<file path="src/sv/sols_pkg.sv">
// shared types, constants and microcode program of the self-organizing list search
// no dependencies; every other file of the block imports this package
`default_nettype none

package sols_pkg;

    localparam int SOLS_DEPTH = 1024;
    localparam int KEY_W      = 32;
    localparam int CNT_W      = 32;
    localparam int IDX_W      = 10;
    localparam int POS_W      = 10;
    localparam int MODE_W     = 2;
    localparam int ENTRIES_W  = 11;
    localparam int APB_AW     = 3;
    localparam int APB_DW     = 32;

    // request types
    localparam logic REQ_LOAD   = 1'b0;
    localparam logic REQ_SEARCH = 1'b1;

    // reorganization policies; the fourth code leaves the table alone
    localparam logic [MODE_W-1:0] MODE_FRONT     = 2'd0;
    localparam logic [MODE_W-1:0] MODE_TRANSPOSE = 2'd1;
    localparam logic [MODE_W-1:0] MODE_COUNT     = 2'd2;

    // register indexes on the apb port
    localparam logic REG_POLICY_MODE    = 1'b0;
    localparam logic REG_ENTRIES_IN_USE = 1'b1;

    typedef logic [4:0] step_t;

    // microcode step addresses
    localparam step_t ST_CLEAR    = 5'd0;
    localparam step_t ST_IDLE     = 5'd1;
    localparam step_t ST_DISPATCH = 5'd2;
    localparam step_t ST_SETUP    = 5'd3;
    localparam step_t ST_SCAN     = 5'd4;
    localparam step_t ST_REPORT   = 5'd5;
    localparam step_t ST_LOAD     = 5'd6;
    localparam step_t ST_HIT      = 5'd7;
    localparam step_t ST_MOVE     = 5'd8;
    localparam step_t ST_PICK     = 5'd9;
    localparam step_t ST_M0_A     = 5'd10;
    localparam step_t ST_M0_B     = 5'd11;
    localparam step_t ST_T1_A     = 5'd12;
    localparam step_t ST_T1_B     = 5'd13;
    localparam step_t ST_CNT      = 5'd14;
    localparam step_t ST_TEST     = 5'd15;
    localparam step_t ST_SW_A     = 5'd16;
    localparam step_t ST_SW_B     = 5'd17;
    localparam step_t ST_CNT_ONLY = 5'd18;

    typedef enum logic [2:0] {
        DP_NOP,
        DP_CLEAR,
        DP_ACCEPT,
        DP_SCAN_START,
        DP_SCAN,
        DP_LOAD,
        DP_INC_CNT,
        DP_REPORT
    } dp_op_t;

    typedef enum logic [1:0] {
        WA_HIT,
        WA_PREV,
        WA_ZERO
    } wa_sel_t;

    typedef enum logic [1:0] {
        KD_SEARCH,
        KD_FIRST,
        KD_PREV
    } kd_sel_t;

    typedef enum logic {
        CD_NEW,
        CD_PREV
    } cd_sel_t;

    typedef enum logic [3:0] {
        C_NEVER,
        C_ALWAYS,
        C_LOAD,
        C_LIMIT0,
        C_HIT,
        C_MODE2,
        C_NO_MOVE,
        C_MODE1,
        C_NO_SWAP,
        C_OUT_FREE
    } cond_t;

    typedef enum logic [2:0] {
        H_NEVER,
        H_ALWAYS,
        H_CLEARING,
        H_NO_INPUT,
        H_SCANNING
    } hold_t;

    // one control word; jump to target when cond holds, else stay while hold, else step on
    typedef struct packed {
        dp_op_t  op;
        logic    key_we;
        wa_sel_t key_wa;
        kd_sel_t key_wd;
        logic    cnt_we;
        wa_sel_t cnt_wa;
        cd_sel_t cnt_wd;
        cond_t   cond;
        hold_t   hold;
        step_t   target;
    } ctrl_t;

    typedef struct packed {
        logic is_load;
        logic limit0;
        logic hit;
        logic not_last;
        logic clearing;
        logic in_valid;
        logic mode1;
        logic mode2;
        logic no_move;
        logic no_swap;
        logic out_free;
    } stat_t;

    localparam ctrl_t CW_NOP = '{
        op:     DP_NOP,
        key_we: 1'b0,
        key_wa: WA_HIT,
        key_wd: KD_SEARCH,
        cnt_we: 1'b0,
        cnt_wa: WA_HIT,
        cnt_wd: CD_NEW,
        cond:   C_NEVER,
        hold:   H_NEVER,
        target: ST_IDLE
    };

    // microcode rom
    function automatic ctrl_t ucode(input step_t step);
        ctrl_t cw;
        cw = CW_NOP;
        case (step)
            ST_CLEAR:
            begin
                cw.op   = DP_CLEAR;
                cw.hold = H_CLEARING;
            end
            ST_IDLE:
            begin
                cw.op   = DP_ACCEPT;
                cw.hold = H_NO_INPUT;
            end
            ST_DISPATCH:
            begin
                cw.cond   = C_LOAD;
                cw.target = ST_LOAD;
            end
            ST_SETUP:
            begin
                cw.op     = DP_SCAN_START;
                cw.cond   = C_LIMIT0;
                cw.target = ST_REPORT;
            end
            ST_SCAN:
            begin
                cw.op     = DP_SCAN;
                cw.cond   = C_HIT;
                cw.target = ST_HIT;
                cw.hold   = H_SCANNING;
            end
            ST_REPORT:
            begin
                cw.op     = DP_REPORT;
                cw.cond   = C_OUT_FREE;
                cw.target = ST_IDLE;
                cw.hold   = H_ALWAYS;
            end
            ST_LOAD:
            begin
                cw.op     = DP_LOAD;
                cw.cond   = C_ALWAYS;
                cw.target = ST_REPORT;
            end
            ST_HIT:
            begin
                cw.cond   = C_MODE2;
                cw.target = ST_CNT;
            end
            ST_MOVE:
            begin
                cw.cond   = C_NO_MOVE;
                cw.target = ST_REPORT;
            end
            ST_PICK:
            begin
                cw.cond   = C_MODE1;
                cw.target = ST_T1_A;
            end
            ST_M0_A:
            begin
                cw.key_we = 1'b1;
                cw.key_wa = WA_HIT;
                cw.key_wd = KD_FIRST;
            end
            ST_M0_B:
            begin
                cw.key_we = 1'b1;
                cw.key_wa = WA_ZERO;
                cw.key_wd = KD_SEARCH;
                cw.cond   = C_ALWAYS;
                cw.target = ST_REPORT;
            end
            ST_T1_A:
            begin
                cw.key_we = 1'b1;
                cw.key_wa = WA_HIT;
                cw.key_wd = KD_PREV;
            end
            ST_T1_B:
            begin
                cw.key_we = 1'b1;
                cw.key_wa = WA_PREV;
                cw.key_wd = KD_SEARCH;
                cw.cond   = C_ALWAYS;
                cw.target = ST_REPORT;
            end
            ST_CNT:
            begin
                cw.op = DP_INC_CNT;
            end
            ST_TEST:
            begin
                cw.cond   = C_NO_SWAP;
                cw.target = ST_CNT_ONLY;
            end
            ST_SW_A:
            begin
                cw.key_we = 1'b1;
                cw.key_wa = WA_PREV;
                cw.key_wd = KD_SEARCH;
                cw.cnt_we = 1'b1;
                cw.cnt_wa = WA_PREV;
                cw.cnt_wd = CD_NEW;
            end
            ST_SW_B:
            begin
                cw.key_we = 1'b1;
                cw.key_wa = WA_HIT;
                cw.key_wd = KD_PREV;
                cw.cnt_we = 1'b1;
                cw.cnt_wa = WA_HIT;
                cw.cnt_wd = CD_PREV;
                cw.cond   = C_ALWAYS;
                cw.target = ST_REPORT;
            end
            ST_CNT_ONLY:
            begin
                cw.cnt_we = 1'b1;
                cw.cnt_wa = WA_HIT;
                cw.cnt_wd = CD_NEW;
                cw.cond   = C_ALWAYS;
                cw.target = ST_REPORT;
            end
            default:
            begin
                cw.cond   = C_ALWAYS;
                cw.target = ST_IDLE;
            end
        endcase
        return cw;
    endfunction

endpackage

`default_nettype wire

</file>
<file path="src/sv/sols_seq.sv">
// microcode sequencer: step counter, control rom and conditional jumps
// depends on sols_pkg for the control word, status and program
`default_nettype none

module sols_seq import sols_pkg::*; (
    input  wire logic  clk,
    input  wire logic  rst_n,
    input  wire stat_t status,
    output ctrl_t      ctrl
);

    step_t upc_reg;
    step_t upc_next;
    ctrl_t cw;
    logic  cond_true;
    logic  hold_true;

    assign cw   = ucode(upc_reg);
    assign ctrl = cw;

    always_comb
    begin
        case (cw.cond)
            C_NEVER:    cond_true = 1'b0;
            C_ALWAYS:   cond_true = 1'b1;
            C_LOAD:     cond_true = status.is_load;
            C_LIMIT0:   cond_true = status.limit0;
            C_HIT:      cond_true = status.hit;
            C_MODE2:    cond_true = status.mode2;
            C_NO_MOVE:  cond_true = status.no_move;
            C_MODE1:    cond_true = status.mode1;
            C_NO_SWAP:  cond_true = status.no_swap;
            C_OUT_FREE: cond_true = status.out_free;
            default:    cond_true = 1'b0;
        endcase

        case (cw.hold)
            H_NEVER:    hold_true = 1'b0;
            H_ALWAYS:   hold_true = 1'b1;
            H_CLEARING: hold_true = status.clearing;
            H_NO_INPUT: hold_true = !status.in_valid;
            H_SCANNING: hold_true = status.not_last;
            default:    hold_true = 1'b0;
        endcase

        if (cond_true)
        begin
            upc_next = cw.target;
        end
        else if (hold_true)
        begin
            upc_next = upc_reg;
        end
        else
        begin
            upc_next = upc_reg + step_t'(1);
        end
    end

    always_ff @(posedge clk or negedge rst_n)
    begin
        if (!rst_n)
        begin
            upc_reg <= ST_CLEAR;
        end
        else
        begin
            upc_reg <= upc_next;
        end
    end

endmodule

`default_nettype wire

</file>
<file path="config.mk">
export PLATFORM = sky130hd
export DESIGN_NAME = sols_seq
export DESIGN_NICKNAME = d
export VERILOG_FILES = /design/src/sv/sols_pkg.sv /design/src/sv/sols_seq.sv
export SDC_FILE = /design/constraint.sdc
export NUM_CORES = 1
export LEC_CHECK = 0
export ABC_AREA = 0
export BUFFER_PORTS_ARGS = -buffer_cell sky130_fd_sc_hd__buf_2
export CAP_MARGIN = 20
export CORE_UTILIZATION = 35
export CTS_CLUSTER_DIAMETER = 100
export CTS_CLUSTER_SIZE = 40
export DETAILED_ROUTE_END_ITERATION = 16
export GPL_TIMING_DRIVEN = 0
export PLACE_DENSITY = 0.65
export SYNTH_ARGS = -nofsm -noshare
export SYNTH_HDL_FRONTEND = slang
export SYNTH_SLANG_ARGS = --single-unit
</file>
<file path="constraint.sdc">
create_clock -name clk -period 2.8 [get_ports clk]
set_input_delay 0.28 -clock clk [delete_from_list [all_inputs] [get_ports clk]]
set_output_delay 0.28 -clock clk [all_outputs]
set_load 0.03 [all_outputs]
</file>
After elaboration in Yosys (flattened, before gate mapping)
Cells that the tools add are included.

storage, ports and cells
  register bits after elaboration = 5
  bits in latches = 0
  RAM bits = 0
  memory bits (read-only) = 0
  input bits = 13
  memories = 0

cells by class
  add/subtract/negate cells = 1
  multiply operators = 0
  div/mod/pow operators = 0
  $lt $le $gt $ge = 0
  equal/unequal tests = 32
  shift operators = 0
  multiplexer cells = 10
  bitwise gates (word level) = 0
  reductions and logical operators = 6

operators by type and width
  kind                                                                   number
  5-bit by 4-bit equality test with 1-bit output, second input constant  8
  4-bit case mux with 9 select lines                                     1
  5-bit case mux with 6 select lines                                     1
  3-bit case mux with 7 select lines                                     1
  5-bit by 3-bit equality test with 1-bit output, second input constant  4
  5-bit case mux with 4 select lines                                     1
  4-bit by 3-bit equality test with 1-bit output, second input constant  4
  5-bit equality test, second input constant                             3
  3-bit case mux with 4 select lines                                     1
  4-bit case mux with 3 select lines                                     1
  5-bit by 2-bit equality test with 1-bit output, second input constant  2
  5-bit two-way mux                                                      2
  1-bit case mux with 9 select lines                                     1
  4-bit by 2-bit equality test with 1-bit output, second input constant  2
  4-bit equality test, second input constant                             2
  7-bit OR reduction                                                     1
  3-bit by 2-bit equality test with 1-bit output, second input constant  2
  6-bit OR reduction                                                     1
  5-bit by 1-bit adder with 5-bit output, second input constant          1
  5-bit by 1-bit equality test with 1-bit output, second input constant  1
  5-bit logical NOT                                                      1
  4-bit by 1-bit equality test with 1-bit output, second input constant  1
  1-bit case mux with 4 select lines                                     1
  2-bit OR reduction                                                     2
  4 further kinds                                                        4

Depth between registers and ports, before layout
  depth in word-level cells = 6
  gate-level depth with buffers = 11
  depth with buffers taken out = 9

Worst setup path after synthesis
OpenSTA, ideal clock, no wires.

  path type = reg-to-output
  start point = register upc_reg[0]
  end point = output port ctrl[20] (netlist bit)
  arrival time = 2486 ps
  data required time = 2520 ps
  slack = 34 ps
  stages on the path, launching flop included = 8
  cells stage by stage = dfrtp_1 -> inv_1 -> ha_1 -> buf_4 -> nor2b_1 -> nor3b_1 -> a31o_2 -> or3_1

RTL lines
  item                    RTL line        text
  start, declared         sols_seq.sv:12  step_t upc_reg;
  start signal, assigned  sols_seq.sv:68  upc_reg <= upc_next;
  end, declared           sols_seq.sv:9   output ctrl_t ctrl

Final worst setup path
  start point = register upc_reg[0]
  end point = register upc_reg[0]

between the ends
  word-level cells in the longest chain between the ends = 6
  elaborated cells between the ends (all ways) = 43
  classes of those cells = add/sub: 1; eq/ne: 32; mux: 7; reduce/logical: 3

RTL lines
  item                                                                         RTL line         text
  5-bit equality test, or another cell as far along                            sols_pkg.sv:147  case (step)
  6-bit OR reduction (no line)                                                 -
  4-bit case mux with 9 select lines                                           sols_pkg.sv:147
  4-bit equality test, or another cell as far along                            sols_seq.sv:23   case (cw.cond)
  1-bit case mux with 9 select lines                                           sols_seq.sv:23
  2-bit inequality test (no line) / 5-bit two-way mux (equally long branches)  -

Parallel ways exist; a longest one is shown, timed or not. The select of a mux whose other input is x is not followed.
A chain may end at the register's enable or synchronous reset.

==> metrics.txt <==
layout cell share with drive strength beyond 1 0.397; final setup vio count 0; via/cell ratio between 5 and 6; Async SR Flop Fraction 1.00; most frequent cells after synthesis a21oi_1, nor2_1, inv_1, clkbuf_1; syn nets 158; initial antenna violation count 0; sequential element share of the synthesized area 0.113; drt initial violations 118; Num CTS Buffers 3; dpl cell area about 1300 um^2; GRT overflow 0; worst-case clock skew between 0.4 and 0.5 ps; fmax ~370 MHz; starting density of the core 0.367; R2R Setup Slk approximately 120 ps; grt met1 use 0.276; Clock Sinks 5; num ports 37; first-pass GRT wire length just over 5000 um; synthesized area around 1100 um^2; period utilisation layout 0.959; RR Startpoint upc_reg[0]; Post-Route WL around 3100 um; worst-path fanout max 10; reg2reg end upc_reg[0]; crit path DAT 2810 ps; HPWL after DPL ~2400 um; # Max-Cap Violations 0; # diodes 0; Avg WL per Cell 13.8 um; GR Layer Usage met3 0.00879; critical path type flip-flop to flip-flop; Skew-Pair Late Insertion Delay 240 ps; minimum clock period 2680 ps; ys flop type dfrtp_1; CP Launch Type flip-flop; met2 GRT Util 0.292; Syn Area/Cell approximately 7.9 um^2; Crit path required time ~2900 ps; detailed-routing iteration count for the pre-antenna-repair pass 4; post-placement cell count about 220; Worst R2R Path Depth 10; number of library cell types mapped by synthesis 56; full die area 3400 um^2; vias in the first global route ~1100; flops & latches, synth 5; drt drc 0; Antenna Nets Post-Route 0; chip height just under 60 um; clock-pin slew on the worst setup and hold paths roughly 40 ps; most area-consuming cells after synthesis dfrtp_1, a21oi_1, ha_1; post-synth top area share 0.113; largest net degree at the start of global routing 20; Gate Count Post-Synth 140; Final Cell Area around 1400 um^2; Worst setup endpoint upc_reg[0]; Hold Crit Class input port to async pin; Core Rows 20; Fillers 321; Final Hold Viols 0; Clock Tree Buf Depth 2; Post-synth EDFFs 0; H-tree depth 1; type of destination of the critical path flip-flop; Core Area 3030 um^2; critical path launch point upc_reg[0]; fin cells between 200 and 250; status finished clean; routed vias 1205; Nets around 200; CTS tree built; max reg flops 5; Final Wtd Congestion around 0.87; clk root buf clkbuf_4; IO Port Bufs 35; Synth area leader dfrtp_1; most crowded layer after global routing met2; Overall Global Routing Usage 0.186; Die W about 60 um; area grow syn2layout 25.0%; max-slew violation count 0; Warnings, synthesis 0
-- metal layers --
layer  part of all wire  vias up
met3              0.041        3
met1               0.49      572
met4             0.0058        0
met2               0.46       40
li1                   -      590
met5                  0        -
-- critical path, stage by stage (launching register included) --
cell	delay (ps)
dfrtp_1	400
ha_1	270
clkbuf_2	210
and3_1	220
ha_2	230
a221oi_4	260
a21oi_2	140
inv_2	90
nor2_1	70
o311ai_4	340
mux2_4	330
-- stage by stage --
stage	util	worst slack [ps]	hold WS (ps)	TNS, ps
floorplan	-	34.3	-15.6	0
global placement	0.443	-153	98.1	-352
detailed placement	0.443	-211	105	-698
CTS	0.455	4.24	383	0
global route	0.459	-2.43	410	-2.43
finish	0.459	116	386	0
-- how the worst min path moves through the flow --
stage | start | endpoint | slack (ps) | cells after the start
after floorplan | rst_n | upc_reg[0] | -20 | 0
after global placement | rst_n | upc_reg[4] | 100 | 1
after detailed placement | rst_n | upc_reg[4] | 110 | 1
after CTS | rst_n | upc_reg[4] | 380 | 2
after global routing | rst_n | upc_reg[3] | 410 | 2
final | rst_n | upc_reg[4] | 390 | 2
-- final cells by class --
type,instances,area [um^2],share of cell area
inverter,11,41.3,0.0297
clock buffer,4,26.3,0.0189
buffer,11,66.3,0.0477
timing repair buffer,37,193,0.139
sequential,5,125,0.0901
multi-input combinational,111,882,0.635
tap,44,55.1,0.0396
-- cells by family (layout without fill, tap and decap cells) --
kind of cell | Yosys count | after routing | synth area share
and+or+nand+nor | 51 | 51 | 0.266
AOI/OAI and AO/OA | 44 | 44 | 0.350
buffers and inverters | 24 | 63 | 0.101
muxes | 7 | 7 | 0.0698
adders and majority gates | 5 | 5 | 0.0563
DFF | 5 | 5 | 0.113
xor gates and xnor gates | 3 | 3 | 0.0405
other | 1 | 1 | 0.00338
-- cell usage in the layout (no fill, tap or decap), types with 3 or more instances in the layout --
master | synthesis | layout
nor2_1 | 13 | 13
a21oi_1 | 13 | 13
nand3b_1 | 3 | 3
dfrtp_1 | 5 | 5
inv_1 | 10 | 10
mux2i_1 | 4 | 4
buf_2 | 3 | 38
nand2_1 | 5 | 5
nor2b_1 | 5 | 5
nor3_1 | 4 | 4
clkbuf_1 | 6 | 3
clkbuf_4 | 0 | 3
buf_4 | 3 | 4
ha_1 | 5 | 4
-- timing repair --
action,in CTS,in global routing
endpoints found under the setup margin,6,5
hold buffers,1,0
pin swaps,0,1
buffers inserted,0,1
gates resized for setup,2,3
hold endpoints to repair,5,0
Power is left out: the tool's default activity adds up to more than one toggle a clock period on the data nets, which glitch-free logic cannot reach.
